--- src/sv/dcs_pkg.sv ---
// Types, constants and pair tables of the delay set coprimality scorer.
`timescale 1ns / 1ps
package dcs_pkg;

    localparam int TICK_W   = 16;
    localparam int RATE_W   = 19;
    localparam int SAMPLE_W = 22;
    localparam int FIELD_W  = 17;
    localparam int INT_BITS = 28;
    localparam int PROD_W   = 35;
    localparam int SUM_W    = 31;
    localparam int TOT_W    = 38;
    localparam int DIV_DW   = 56;
    localparam int DIV_VW   = 28;

    // Constant divides use an exact reciprocal on a 31-bit operand.
    localparam int RECIP_NW = 31;
    localparam int RECIP_MW = 32;
    localparam int RECIP_PW = 63;

    localparam logic [RATE_W-1:0] RATE_RESET = 19'd48000;
    localparam logic [PROD_W-1:0] CONV_HALF = 35'd5000;

    // Dividing by 10000 is a drop of four bits and then a divide by 625.
    localparam int                  CONV_DROP   = 4;
    localparam int                  CONV_RSHIFT = 41;
    localparam logic [RECIP_MW-1:0] CONV_RECIP  = 32'd3518437209;

    localparam logic [RECIP_MW-1:0] RECIP_3        = 32'd2863311531;
    localparam int                  RECIP_3_SHIFT  = 33;
    localparam logic [RECIP_MW-1:0] RECIP_15       = 32'd2290649225;
    localparam int                  RECIP_15_SHIFT = 35;
    localparam logic [RECIP_MW-1:0] RECIP_75       = 32'd3665038760;
    localparam int                  RECIP_75_SHIFT = 38;

    typedef struct packed {
        logic [TICK_W-1:0] delay_a_ticks;
        logic [TICK_W-1:0] delay_b_ticks;
        logic [TICK_W-1:0] delay_c_ticks;
        logic [TICK_W-1:0] delay_d_ticks;
    } in_t;

    typedef struct packed {
        logic [FIELD_W-1:0] common_factor_penalty;
        logic [FIELD_W-1:0] repeated_difference_penalty;
        logic [FIELD_W-1:0] near_period_penalty;
        logic [FIELD_W-1:0] total_penalty;
        logic               invalid_input;
    } out_t;

    typedef struct packed {
        logic [3:0][SAMPLE_W-1:0] samples;
        logic                     bad;
    } job_t;

    function automatic logic [1:0] pair_lo(input logic [2:0] idx);
        logic [1:0] r;
        unique case (idx)
            3'd0, 3'd1, 3'd2: r = 2'd0;
            3'd3, 3'd4:       r = 2'd1;
            default:          r = 2'd2;
        endcase
        return r;
    endfunction

    function automatic logic [1:0] pair_hi(input logic [2:0] idx);
        logic [1:0] r;
        unique case (idx)
            3'd0:       r = 2'd1;
            3'd1, 3'd3: r = 2'd2;
            default:    r = 2'd3;
        endcase
        return r;
    endfunction

endpackage

--- src/sv/dcs_queue.sv ---
// Two-entry job queue between the front and back parts.
`timescale 1ns / 1ps
module dcs_queue (
    input  logic          clk,
    input  logic          rst_n,
    input  logic          push,
    input  dcs_pkg::job_t push_data,
    input  logic          pop,
    output logic          full,
    output logic          not_empty,
    output dcs_pkg::job_t pop_data
);
    dcs_pkg::job_t mem [2];
    logic       wr_ptr_reg;
    logic       rd_ptr_reg;
    logic [1:0] count_reg;

    always_ff @(posedge clk or negedge rst_n)
    begin
        if (!rst_n)
        begin
            wr_ptr_reg <= 1'b0;
            rd_ptr_reg <= 1'b0;
            count_reg  <= 2'd0;
        end
        else
        begin
            if (push)
            begin
                wr_ptr_reg <= ~wr_ptr_reg;
            end
            if (pop)
            begin
                rd_ptr_reg <= ~rd_ptr_reg;
            end
            if (push && !pop)
            begin
                count_reg <= count_reg + 2'd1;
            end
            else if (pop && !push)
            begin
                count_reg <= count_reg - 2'd1;
            end
        end
    end

    always_ff @(posedge clk)
    begin
        if (push)
        begin
            mem[wr_ptr_reg] <= push_data;
        end
    end

    assign full = (count_reg == 2'd2);
    assign not_empty = (count_reg != 2'd0);
    assign pop_data = mem[rd_ptr_reg];
endmodule

--- config.mk ---
export PLATFORM = sky130hd
export DESIGN_NAME = dcs_queue
export DESIGN_NICKNAME = d
export VERILOG_FILES = /design/src/sv/dcs_pkg.sv /design/src/sv/dcs_queue.sv
export SDC_FILE = /design/constraint.sdc
export NUM_CORES = 1
export LEC_CHECK = 0
export ABC_AREA = 0
export BUFFER_PORTS_ARGS = -buffer_cell sky130_fd_sc_hd__buf_2
export CORE_MARGIN = 2
export CORE_UTILIZATION = 52
export DETAILED_ROUTE_END_ITERATION = 7
export GPL_ROUTABILITY_DRIVEN = 0
export PLACE_DENSITY_LB_ADDON = 0.15
export SLEW_MARGIN = 30
export SYNTH_ARGS = -nofsm -noshare
export SYNTH_HDL_FRONTEND = slang
export SYNTH_SLANG_ARGS = --single-unit
--- constraint.sdc ---
create_clock -name clk -period 6 [get_ports clk]
set_input_delay 0.3 -clock clk [delete_from_list [all_inputs] [get_ports clk]]
set_output_delay 0.3 -clock clk [all_outputs]
set_load 0.02 [all_outputs]
# [Word level (Yosys, flattened, before mapping)]
# Memory sizes are Yosys's and may differ from the RTL's.
# Cells that the tools add are included.
[totals] register_bits=4 ramBits=178 inputBits=93 elab_cells=19 mem_count=1
[op_classes] n_addsub=2 eq_ne=1 n_mux=4 bitwise=2 reduce_logical=6
[mem_list] name="mem" depth=2 word_bits=89 read_ports=1 rd_ports_with_merged_regs=0 write_ports=1 line_no="dcs_queue.sv:13" source="dcs_pkg::job_t mem [2];"
[ops] operator="$mux 2" n=2
[ops] operator="$reduce_bool 2->1" n=2
[ops] operator="$add 2x1->2 const B" n=1
[ops] operator="$eq 2x2->1 const B" n=1
[ops] operator="$logic_and 1x1->1" n=2
[ops] operator="$logic_not 1->1" n=2
[ops] operator="$mux 1" n=2
[ops] operator="$not 1->1" n=2
[ops] operator="$sub 2x1->2 const B" n=1

# [Depth between registers and ports, before layout]
[depth] ltp_word=4 ltp_mapped=5 mapped_depth_nobuf=5

# [Worst setup path after synthesis]
# Ideal clock, no wire load.
[synth_timing] path_type="flip-flop to flip-flop" from="register wr_ptr_reg" to="memory mem[0][0] (netlist bit) (enable)" setup_ns=0.548 t_arrival_ns=4.345 t_required_ns=5.452 slack_ns=1.107 stages_incl_launch_ff=2 n_path_buf=0 period_less_slack_ns=4.893 path_cell_list="dfrtp_1 nor2b_1"
[synth_lines] element="start, declared" line_no="dcs_queue.sv:14" source="logic wr_ptr_reg;"
[synth_lines] element="start signal, assigned" line_no="dcs_queue.sv:30" source="wr_ptr_reg <= ~wr_ptr_reg;"
[synth_lines] element="end, declared" line_no="dcs_queue.sv:13"
# No word-level cell before the write port.

==> metrics.md <==
| Metric | Value |
|---|---|
| Run status | `finished clean` |
| Via-per-instance ratio | `4.93` |
| TritonCTS buffer count | `17` |
| Maximum buffer depth of the clock tree | `2` |
| Final HPWL DP | `7.34 mm` |
| Met1 layer wirelength in the final routing | `4.47 mm` |
| Worst setup skew after layout | `5.66 ps` |
| Instance count of the mapped netlist | `293` |
| Register area share after synthesis | `0.816` |
| Setup crit start kind | `register` |
| Clock-pin slew of the registers on the worst-case setup and hold paths | `60 ps` |
| Clock latency of the later-clocked register in the worst-skew pair | `420 ps` |
| Die extent in y | `117 um` |
| Number of global-route vias before repair | `3365` |
| Gr usage total | `0.171` |
| Worst slew slack as a fraction of its limit | `0.493` |
| Mapped Nets | `387` |
| Starting Density | `0.531` |
| Fillers | `880` |
| Final Hold Fails | `0` |
| Setup TNS Final | `0 ps` |
| Number of buffers inserted by port buffering | `183` |
| Combinational family with the most area after synthesis | `multiplexers` |
| Post-synthesis average cell area | `22.8 um^2` |
| Die X | `117 um` |
| Fraction of final layout cells sized beyond drive strength 1 | `0.608` |
| Pins Over Slew Limit | `0` |
| Final standard cell utilization of the core | `0.664` |
| Register area | `5450 um^2` |
| Delay of the slowest critical-path stage | `800 ps` |
| Post-synthesis compound-gate area fraction | `0` |
| Cell-by-cell trace of the critical path | `buf_4 -> mux2_2 -> buf_2` |
| Critical path peak fanout | `48` |
| Post-Syn Area | `6670 um^2` |
| Antenna diode count | `0` |
| Commonest cells after routing, fill and taps aside | `buf_2, edfxtp_1, mux2_2` |
| DR pass1 iterations | `4` |
| Crit path arrival time | `2530 ps` |
| Number of vias after detailed routing | `3326` |
| Slowest cell on crit path | `dfrtp_4` |
| Sinks on the clock net | `182` |
| Die ar. | `13800 um^2` |
| Root Buffer | `clkbuf_16` |
| Detail Route met2 WL | `5.94 mm` |
| Number of distinct standard cells referenced by the synthesized netlist | `13` |
| Yosys warning count | `0` |
| Pwr Density | `493 nW/um^2` |
| Max Cap Viol | `0` |
| Largest vdd supply drop | `287 uV` |
| Detail-routed net length per standard cell | `17.1 um` |
| Drt first-iter violations | `221` |
| Multi-input combinational cell area | `1100 um^2` |
| Critical path required time | `5700 ps` |
| Floorplan core area | `12600 um^2` |
| Post-synthesis xor/xnor area fraction | `0.00656` |
| Most common cell after layout, fill and taps aside | `buf_2` |
| CP Buf/Inv Count | `2` |
| Remaining DRCs | `0` |
| Final-stage net count | `585` |
| Congestion Overflow GR | `0` |
| I/O pin cnt | `184` |
| Synth Area in Simple Gates | `0.00431` |
| Number of placement rows | `41` |
| Final count of negative-setup-slack endpoints | `0` |
| Static leakage | `0.00315 uW` |
| TritonCTS clock tree | `built` |
| Post-detailed-route count of antenna-violating nets | `0` |
| Flops & latches, synth | `182` |
| Wire length of the first global-routing pass | `16.7 mm` |
| Worst Tran Pin Value | `761 ps` |
| Top routing layer used | `met4` |
| Count of placed standard cells including taps | `643` |
| Flip-flop count of the largest register after layout | `178` |
| Post-route minimum period | `2830 ps` |
| Final non-filler cell total | `675` |
| Critical Path End Type | `output pin` |
| Adder and majority cell fraction of the synthesized area | `0.00188` |
| Share of cell area taken by muxes after synthesis | `0.150` |
| Path category of the worst min-delay check | `primary input to register` |
| Setup repair after global routing missed its margin | `false` |
| Share of the cycle needed by the critical path after routing | `0.472` |
| DR WL met3 | `1.01 mm` |
| Count of H-tree levels built during CTS | `4` |
| Signed area change from the synthesized netlist to the final layout | `25.0%` |
| Top delay family on crit path | `flip-flops` |
| Initial antenna violation count | `0` |
| WS Path Type | `register to output pin` |
| Largest net degree at the start of global routing | `56` |
| Maximum frequency from static timing analysis | `353 MHz` |
| Detailed Route WL | `11.6 mm` |
-- per-layer routing --
layer	GRT usage	vias up
met2	0.279	123
li1	-	1557
met3	0.0742	12
met1	0.198	1634
met5	0	-
met4	0.0729	0
-- path summary, 6_finish.rpt --
check	start	endpoint	slack [ps]	depth (start not counted)
max	rd_ptr_reg	pop_data[35]	3170	3
min in group asynchronous	rst_n	wr_ptr_reg	210	2
max in group asynchronous	rst_n	rd_ptr_reg	5650	2
max reg2reg	wr_ptr_reg	mem[1][4]	3920	2
min reg2reg	count_reg[1]	count_reg[1]	490	1
min	push_data[87]	mem[1][87]	70	1
-- where the power goes --
| part | switching [uW] | internal (uW) |
|---|---|---|
| sequential | 112 | 1690 |
| combinational | 728 | 507 |
| clock | 425 | 646 |
-- per-stage QoR --
| step | cell area, um^2 | power, uW | hold WS [ps] | worst slack (ps) |
|---|---|---|---|---|
| after floorplan | 6670 | 2740 | 4.41 | 1110 |
| after global placement | 7700 | 3040 | 111 | 3440 |
| after detailed placement | 7760 | 3080 | 111 | 3590 |
| after CTS | 8340 | 4160 | 43.8 | 3130 |
| after global routing | 8340 | 4300 | 50.6 | 3050 |
| final | 8340 | 4110 | 65.7 | 3170 |
-- layout make-up --
| type | count | area share |
|---|---|---|
| clock buffer | 20 | 0.0524 |
| timing repair buffer | 189 | 0.120 |
| clock inverter | 11 | 0.0161 |
| multi-input combinational | 100 | 0.132 |
| sequential | 182 | 0.653 |
| tap | 172 | 0.0258 |
| inverter | 1 | 0.000450 |
-- cell usage after synthesis --
cell type,instances,area share
ha_1,1,0.0019
nor2_1,1,0.00056
or2_2,1,0.00094
mux2_2,89,0.15
xor2_1,4,0.0053
and2_1,1,0.00094
clkbuf_8,9,0.019
buf_6,1,0.0017
edfxtp_1,178,0.80
nor2b_1,2,0.0019
inv_1,1,0.00056
xnor2_1,1,0.0013
dfrtp_1,4,0.015
-- cells by family (layout without fill, tap and decap cells) --
| kind of cell | after synthesis | count (layout) |
|---|---|---|
| adders and majority gates | 1 | 1 |
| DFF | 182 | 182 |
| and+or+nand+nor | 5 | 5 |
| buffers and inverters | 11 | 221 |
| xor gates and xnor gates | 5 | 5 |
| muxes | 89 | 89 |
-- worst register-to-register path, cell delays in order, from the launching register on --
cell,delay (ps)
dfrtp_1,430
and2_4,500
buf_4,720
-- timing repair --
item,CTS,global route
resized for setup,0,0
setup buffers,0,0
hold buffers,1,0
hold endpoints to repair,4,0
(Power assumes the default switching activity.)
