$ cat config.mk
export PLATFORM = sky130hd
export DESIGN_NAME = dcs_front
export DESIGN_NICKNAME = d
export VERILOG_FILES = /design/src/sv/dcs_pkg.sv /design/src/sv/dcs_front.sv
export SDC_FILE = /design/constraint.sdc
export NUM_CORES = 2
export LEC_CHECK = 0
export ABC_AREA = 1
export BUFFER_PORTS_ARGS = -buffer_cell sky130_fd_sc_hd__clkbuf_2
export CORE_MARGIN = 2
export CORE_UTILIZATION = 57
export DETAILED_ROUTE_END_ITERATION = 8
export GPL_ROUTABILITY_DRIVEN = 0
export PLACE_DENSITY = 0.74
export SYNTH_ARGS = -nofsm -noshare
export SYNTH_HDL_FRONTEND = slang
export SYNTH_SLANG_ARGS = --single-unit
$ cat constraint.sdc
create_clock -name clk -period 18.8 [get_ports clk]
set_input_delay 0.94 -clock clk [delete_from_list [all_inputs] [get_ports clk]]
set_output_delay 0.94 -clock clk [all_outputs]
set_load 0.02 [all_outputs]
$ cat src/sv/dcs_pkg.sv
// Types, constants and pair tables of the delay set coprimality scorer.
`timescale 1ns / 1ps
package dcs_pkg;

    localparam int TICK_W   = 16;
    localparam int RATE_W   = 19;
    localparam int SAMPLE_W = 22;
    localparam int FIELD_W  = 17;
    localparam int INT_BITS = 28;
    localparam int PROD_W   = 35;
    localparam int SUM_W    = 31;
    localparam int TOT_W    = 38;
    localparam int DIV_DW   = 56;
    localparam int DIV_VW   = 28;

    // Constant divides use an exact reciprocal on a 31-bit operand.
    localparam int RECIP_NW = 31;
    localparam int RECIP_MW = 32;
    localparam int RECIP_PW = 63;

    localparam logic [RATE_W-1:0] RATE_RESET = 19'd48000;
    localparam logic [PROD_W-1:0] CONV_HALF = 35'd5000;

    // Dividing by 10000 is a drop of four bits and then a divide by 625.
    localparam int                  CONV_DROP   = 4;
    localparam int                  CONV_RSHIFT = 41;
    localparam logic [RECIP_MW-1:0] CONV_RECIP  = 32'd3518437209;

    localparam logic [RECIP_MW-1:0] RECIP_3        = 32'd2863311531;
    localparam int                  RECIP_3_SHIFT  = 33;
    localparam logic [RECIP_MW-1:0] RECIP_15       = 32'd2290649225;
    localparam int                  RECIP_15_SHIFT = 35;
    localparam logic [RECIP_MW-1:0] RECIP_75       = 32'd3665038760;
    localparam int                  RECIP_75_SHIFT = 38;

    typedef struct packed {
        logic [TICK_W-1:0] delay_a_ticks;
        logic [TICK_W-1:0] delay_b_ticks;
        logic [TICK_W-1:0] delay_c_ticks;
        logic [TICK_W-1:0] delay_d_ticks;
    } in_t;

    typedef struct packed {
        logic [FIELD_W-1:0] common_factor_penalty;
        logic [FIELD_W-1:0] repeated_difference_penalty;
        logic [FIELD_W-1:0] near_period_penalty;
        logic [FIELD_W-1:0] total_penalty;
        logic               invalid_input;
    } out_t;

    typedef struct packed {
        logic [3:0][SAMPLE_W-1:0] samples;
        logic                     bad;
    } job_t;

    function automatic logic [1:0] pair_lo(input logic [2:0] idx);
        logic [1:0] r;
        unique case (idx)
            3'd0, 3'd1, 3'd2: r = 2'd0;
            3'd3, 3'd4:       r = 2'd1;
            default:          r = 2'd2;
        endcase
        return r;
    endfunction

    function automatic logic [1:0] pair_hi(input logic [2:0] idx);
        logic [1:0] r;
        unique case (idx)
            3'd0:       r = 2'd1;
            3'd1, 3'd3: r = 2'd2;
            default:    r = 2'd3;
        endcase
        return r;
    endfunction

endpackage

$ cat src/sv/dcs_front.sv
// Front part: takes an item, checks it and turns the four delays into sample counts.
`timescale 1ns / 1ps
module dcs_front (
    input  logic                          clk,
    input  logic                          rst_n,
    input  logic                          start,
    input  dcs_pkg::in_t                  delays,
    input  logic [dcs_pkg::RATE_W-1:0]    rate,
    input  logic                          q_full,
    output logic                          busy,
    output logic                          push,
    output dcs_pkg::job_t                 job
);
    typedef enum logic [1:0] {F_IDLE, F_MUL, F_DIV, F_PUSH} fstate_t;

    fstate_t                                    state_reg;
    logic [1:0]                                 idx_reg;
    logic [3:0][dcs_pkg::TICK_W-1:0]            ticks_reg;
    logic [3:0][dcs_pkg::SAMPLE_W-1:0]          samples_reg;
    logic                                       bad_reg;
    logic [dcs_pkg::PROD_W-1:0]                 prod_reg;
    logic [dcs_pkg::RECIP_PW-1:0]               conv_prod;
    logic [dcs_pkg::SAMPLE_W-1:0]               conv_q;
    logic [dcs_pkg::SAMPLE_W-1:0]               sample;

    always_comb
    begin
        conv_prod = {{(dcs_pkg::RECIP_PW - dcs_pkg::RECIP_NW){1'b0}},
                     prod_reg[dcs_pkg::PROD_W-1:dcs_pkg::CONV_DROP]} *
                    {{(dcs_pkg::RECIP_PW - dcs_pkg::RECIP_MW){1'b0}}, dcs_pkg::CONV_RECIP};
        conv_q = conv_prod[dcs_pkg::CONV_RSHIFT +: dcs_pkg::SAMPLE_W];
        sample = (conv_q == '0) ? dcs_pkg::SAMPLE_W'(1) : conv_q;
    end

    always_ff @(posedge clk or negedge rst_n)
    begin
        if (!rst_n)
        begin
            state_reg   <= F_IDLE;
            idx_reg     <= 2'd0;
            ticks_reg   <= '0;
            samples_reg <= '0;
            bad_reg     <= 1'b0;
            prod_reg    <= '0;
        end
        else
        begin
            unique case (state_reg)
                F_IDLE:
                begin
                    if (start)
                    begin
                        ticks_reg <= {delays.delay_d_ticks, delays.delay_c_ticks,
                                      delays.delay_b_ticks, delays.delay_a_ticks};
                        bad_reg <= (rate == '0) || (delays.delay_a_ticks == '0) ||
                                   (delays.delay_b_ticks == '0) ||
                                   (delays.delay_c_ticks == '0) ||
                                   (delays.delay_d_ticks == '0);
                        idx_reg <= 2'd0;
                        state_reg <= F_MUL;
                    end
                end
                F_MUL:
                begin
                    prod_reg <= dcs_pkg::PROD_W'(ticks_reg[idx_reg]) *
                                dcs_pkg::PROD_W'(rate) + dcs_pkg::CONV_HALF;
                    state_reg <= F_DIV;
                end
                F_DIV:
                begin
                    samples_reg[idx_reg] <= sample;
                    if (idx_reg == 2'd3)
                    begin
                        state_reg <= F_PUSH;
                    end
                    else
                    begin
                        idx_reg <= idx_reg + 2'd1;
                        state_reg <= F_MUL;
                    end
                end
                F_PUSH:
                begin
                    if (!q_full)
                    begin
                        state_reg <= F_IDLE;
                    end
                end
                default:
                begin
                    state_reg <= F_IDLE;
                end
            endcase
        end
    end

    assign busy = (state_reg != F_IDLE);
    assign push = (state_reg == F_PUSH) && !q_full;
    assign job = '{samples: samples_reg, bad: bad_reg};
endmodule

# After elaboration in Yosys (flattened, before gate mapping)
# Cells that the tools add are included.
dict set report op_classes {
  n_eq_ne 7
  reduce_logical 19
  mux 13
  multipliers 2
  n_addsub 2
  n_lt_le_gt_ge 2
}
# op n
set ops {}
lappend ops {{$bwmux W88} 1}
lappend ops {{$logic_not A16 Y1} 4}
lappend ops {{$mul A31 B32 Y63 const B} 1}
lappend ops {{$demux W22 S2} 1}
lappend ops {{$mux W22} 2}
lappend ops {{$add A35 B13 Y35 const B} 1}
lappend ops {{$mul A16 B19 Y35} 1}
lappend ops {{$bmux W16 S2} 1}
lappend ops {{$logic_not A22 Y1} 1}
lappend ops {{$logic_not A19 Y1} 1}
lappend ops {{$mux W16} 1}
lappend ops {{$mux W2} 5}
lappend ops {{$pmux W2 S4} 1}
lappend ops {{$eq A2 B2 Y1 const B} 3}
lappend ops {{$ne A2 B2 Y1 const B} 3}
lappend ops {{$logic_or A1 B1 Y1} 4}
lappend ops {{$pmux W2 S2} 1}
lappend ops {{$reduce_and A2 Y1} 2}
lappend ops {{$reduce_bool A2 Y1} 2}
lappend ops {{$lt A2 B3 Y1 const B} 1}
lappend ops {{$reduce_and A3 Y1} 1}
lappend ops {{$add A2 B1 Y2 const B} 1}
lappend ops {{$eq A2 B1 Y1 const B} 1}
lappend ops {{$ge A2 B1 Y1 const B} 1}
lappend ops {{other kinds (3)} 4}
dict set report word_totals {
  wordCells 57
  input_bits 87
  output_inout_bits 91
  register_bits 192
}

# Logic depth before layout (Yosys ltp)
dict set report logic_depth {
  depth_word 5
  ltp_mapped 40
  depth_no_buf 40
}

# Least setup slack after synthesis
# OpenSTA, ideal clock, no wires.
dict set report synth_timing {
  kind {reg-to-reg}
  from {reg idx_reg[0]}
  to {reg prod_reg[31] in the netlist's numbering}
  stages_incl_launch_ff 33
  setup_ns 0.132
  synth_period_minus_slack_ns 6.473
  arrival_time_ns 6.341
  n_path_buf 3
  setup_slack_ns 12.327
  required_ns 18.668
  cell_sequence {dfrtp_1 clkbuf_1 buf_2 nand2_1 nand3_1 nand2_1 inv_1 clkbuf_1 nand2_1 fa_1 inv_1 fa_1 inv_1 fa_1 inv_1 fa_1 inv_1 fa_1 inv_1 fa_1 ha_1 nand2_1 nor2_1 inv_1 nor3_1 nand3_1 nand3_1 nand2_1 o211ai_2 a21boi_0 or2_0 nand3_1 o21ai_0}
}
dict set report synth_between {
  elab_chain_cells 4
}
# element line
set synth_lines {}
lappend synth_lines {{from (decl)} dcs_front.sv:17} ;# logic [1:0] idx_reg;
lappend synth_lines {{from (signal assigned)} dcs_front.sv:78} ;# idx_reg <= idx_reg + 2'd1;
lappend synth_lines {{$bmux W16 S2} dcs_front.sv:65} ;# prod_reg <= dcs_pkg::PROD_W'(ticks_reg[idx_reg]) *
lappend synth_lines {{$mux W16 (not written as such)} dcs_front.sv:65}
lappend synth_lines {{$mul A16 B19 Y35} dcs_front.sv:65}
lappend synth_lines {{$add A35 B13 Y35} dcs_front.sv:66} ;# dcs_pkg::PROD_W'(rate) + dcs_pkg::CONV_HALF;
lappend synth_lines {{to (signal assigned)} dcs_front.sv:65}
lappend synth_lines {{to (decl)} dcs_front.sv:21} ;# logic [dcs_pkg::PROD_W-1:0] prod_reg;
# No other way between the ends. The select of a mux whose other input is x is not followed.
# A chain may end at the register's enable or synchronous reset.

# Worst setup path after layout
dict set report layout_timing {
  from {reg prod_reg[15] in the netlist's numbering}
  to {reg samples_reg, in the netlist job[67]}
}
dict set report layout_between {
  elab_chain_cells 4
}
# element line
set layout_lines {}
lappend layout_lines {{$mul A31 B32 Y63 *} dcs_front.sv:29} ;# prod_reg[dcs_pkg::PROD_W-1:dcs_pkg::CONV_DROP]} *
lappend layout_lines {{$logic_not A22 Y1} dcs_front.sv:32} ;# sample = (conv_q == '0) ? dcs_pkg::SAMPLE_W'(1) : conv_q;
lappend layout_lines {{$mux W22 *} dcs_front.sv:32}
lappend layout_lines {{$bwmux W88 *} dcs_front.sv:71} ;# samples_reg[idx_reg] <= sample;
lappend layout_lines {{to (signal, indexed assignment)} dcs_front.sv:71}
lappend layout_lines {{to (decl)} dcs_front.sv:19} ;# logic [3:0][dcs_pkg::SAMPLE_W-1:0] samples_reg;
# Mark *: on every way between the ends. The rest lies on a longest branch, timed or not.

==> results by group <==
Status
  – Outcome: completed

Clocking
  – Clock Tree Buf Depth: 2
  – Clk slew on worst S/H paths: 0.08 ns
  – CTS buffer count: 17
  – CTS tree: built
  – Latest clock arrival within the worst-skew pair: 0.49 ns
  – Clock tree sinks: 188
  – H-tree Lvls: 4
  – CTS Root Buffer Type: clkbuf_16
  – Postcts setup bufs: 0
  – Post-cts sizing count: 0
  – Post-CTS Hold Fix Bufs: 0

Worst setup path
  – Crit path arrival time: 8.23 ns
  – CP required: 19.22 ns
  – Worst path max stage delay: 0.75 ns
  – Max FO, Critical Path: 9
  – Crit path from: prod_reg[15]
  – Slowest CP cell: dfrtp_1
  – FF-to-FF path depth: 32
  – Worst setup SP type: flop
  – Kind of critical path: reg2reg
  – Critical R2R Launch: prod_reg[15]
  – Setup slack, reg-to-reg: 10.99 ns
  – Reg2reg end: job[67]
  – Crit end category: flop
  – CP most frequent cell: nand2_1

Drt
  – Drt via density: 5.44
  – Highest Signal Layer: met4
  – Initial drt markers: 2625
  – Remaining DRCs: 0
  – WL/cell: 20.1 um
  – Drt pass-1 iters: 5
  – M1 WL: 40.4 mm
  – Routed met3 length: 10.8 mm
  – WL final: 110 mm
  – Final ANT Viol Nets: 0
  – Via count: 29900
  – Met2 wire length: 51.4 mm

Layout
  – Layout area overhead: 6.39%
  – Share of cells above drive strength 1: 5.83%
  – Max reg flops: 88
  – Nets: 5843

Synth
  – Asr flop ratio synth: 100%
  – Simple-Gate Fraction of Synth Area: 17.2%
  – Cell variety after synth: 45
  – Synth top area share: 35.7%
  – Synth Flop Type: dfrtp_1
  – Synth cell count leaders: inv_1 (1208), nand2_1 (1092), fa_1 (656)
  – Largest cells by area after synthesis: fa_1 (36%), ha_1 (16%), dfrtp_1 (13%)
  – Sequential cell area fraction in the yosys report: 12.8%
  – EDFF count, synth: 0
  – Largest family of logic cells by synthesized area: adder cells
  – Mux cell area share after synthesis: 0%
  – Complex-gate fraction of the synthesized area: 4.07%
  – Synth Area in Adders: 52.0%
  – Synthesized area: 36800 um^2
  – Mean Syn Cell Area: 8.19 um^2
  – Most numerous cell in the Yosys netlist: inv_1
  – Net count after synthesis: 5712
  – FF+latch count, synth: 188
  – XOR/XNOR Fraction of Synth Area: 0.715%
  – Largest area contributor in the netlist: fa_1
  – Synth Instances: 4490
  – Yosys warns: 0

Floorplanning
  – Starting Density: 57.3%
  – Full die area: 66600 um^2
  – Ports: 178
  – Die H: 258 um
  – Die width: 258 um
  – Cell row count: 93
  – Core box area: 64100 um^2

STA
  – Worst Max-Slew Pin Slew: 1.06 ns
  – RSZ-0062 raised after global routing: no
  – Fin. max-slew vios: 0
  – Setup TNS: 0 ns
  – Fin. Hold Viols: 0
  – Period utilization: 41.6%
  – Clock Skews: 0.0243 ns
  – Final setup viols: 0
  – Fin crit period: 7.81 ns
  – Slew HR: 29.1%
  – Peak Freq: 128 MHz

Worst hold path
  – Hold Crit Start: ticks_reg[51]
  – Worst hold-check path type: reg2reg
  – Worst Hold Path Cells: 2
  – Hold Crit Endpoint: ticks_reg[51]

GRT
  – Initial antenna violation count: 0
  – Vias in the first global route: 31800
  – First-pass GRT wire length: 174 mm
  – Largest net degree at the start of global routing: 111
  – Gr usage total: 34.5%
  – Total gr overflow: 0

Job
  – Max_cap viols: 0

Placed design
  – Number of I/O port buffers: 177
  – DP Wirelength: 94.0 mm
## final cells by class
| type | count | area, um^2 |
|---|---|---|
| Multi-Input combinational cell | 3009 | 27200 |
| Clock inverter | 14 | 158 |
| Timing Repair Buffer | 189 | 985 |
| Fill cell | 5686 | 25000 |
| Clock buffer | 18 | 429 |
| Tap cell | 855 | 1070 |
| Inverter | 1216 | 4560 |
| Sequential cell | 188 | 4700 |
| Antenna cell | 2 | 5.00 |
## worst max-delay path by stage
| stage | to | cells after the start | slack, ns |
|---|---|---|---|
| 2_1_floorplan | prod_reg[31] | 32 | 12.33 |
| 3_3_place_gp | job[67] | 32 | 11.21 |
| 3_5_place_dp | job[67] | 33 | 11.14 |
| 4_1_cts | job[67] | 33 | 11.13 |
| 5_1_grt | job[67] | 31 | 10.57 |
| 6_report | job[67] | 32 | 10.99 |
## per-layer routing
layer  vias up  GRT usage (%)
met1     14400           40.9
met4         0           21.1
li1      13500              -
met2      1542           57.2
met5         -              0
met3       440           8.12
## through the flow
step,setup slack (ns),std cells,hold WS (ns),utilization (%),area [um^2]
2_1_floorplan,12.33,4490,0.442,-,36800
3_3_place_gp,11.21,5457,0.454,60.1,38500
3_5_place_dp,11.14,5457,0.459,60.1,38500
4_1_cts,11.13,5489,0.479,61.0,39100
5_1_grt,10.57,5489,0.499,61.0,39100
6_report,10.99,5491,0.476,61.0,39100
## worst max-delay path: cells and delay by family (launching register included)
| family | cells | cell delay (ns) |
|---|---|---|
| adders and majority gates | 9 | 4.05 |
| buffers and inverters | 6 | 0.56 |
| DFF | 1 | 0.75 |
| and+or+nand+nor | 17 | 2.38 |
## cell families (layout without fill, tap and decap cells)
kind of cell / Yosys count / in the layout
AND/OR/NAND/NOR: 1568 / 1568
buffers and inverters: 1293 / 1437
adder cells (fa/ha/maj): 1135 / 1135
AO/OA/AOI/OAI: 276 / 276
flip-flops: 188 / 188
XOR/XNOR: 30 / 30
other: 0 / 2
## cells in the final DEF (no fill, tap or decap), types with 12 or more instances in the layout
cell and count:
or2_2 12, nand2_1 1092, inv_1 1208, clkbuf_16 17, clkbuf_2 176, nor3_1 20
ha_1 479, nor2_1 261, xor2_1 12, nand4_1 33, nand3_1 98, fa_1 656
o21ai_0 152, xnor2_1 18, dfrtp_1 188, a21oi_1 79, buf_4 12
Power is not shown: default switching activity piles up to over one toggle a cycle in this logic, so the estimate is an artifact.
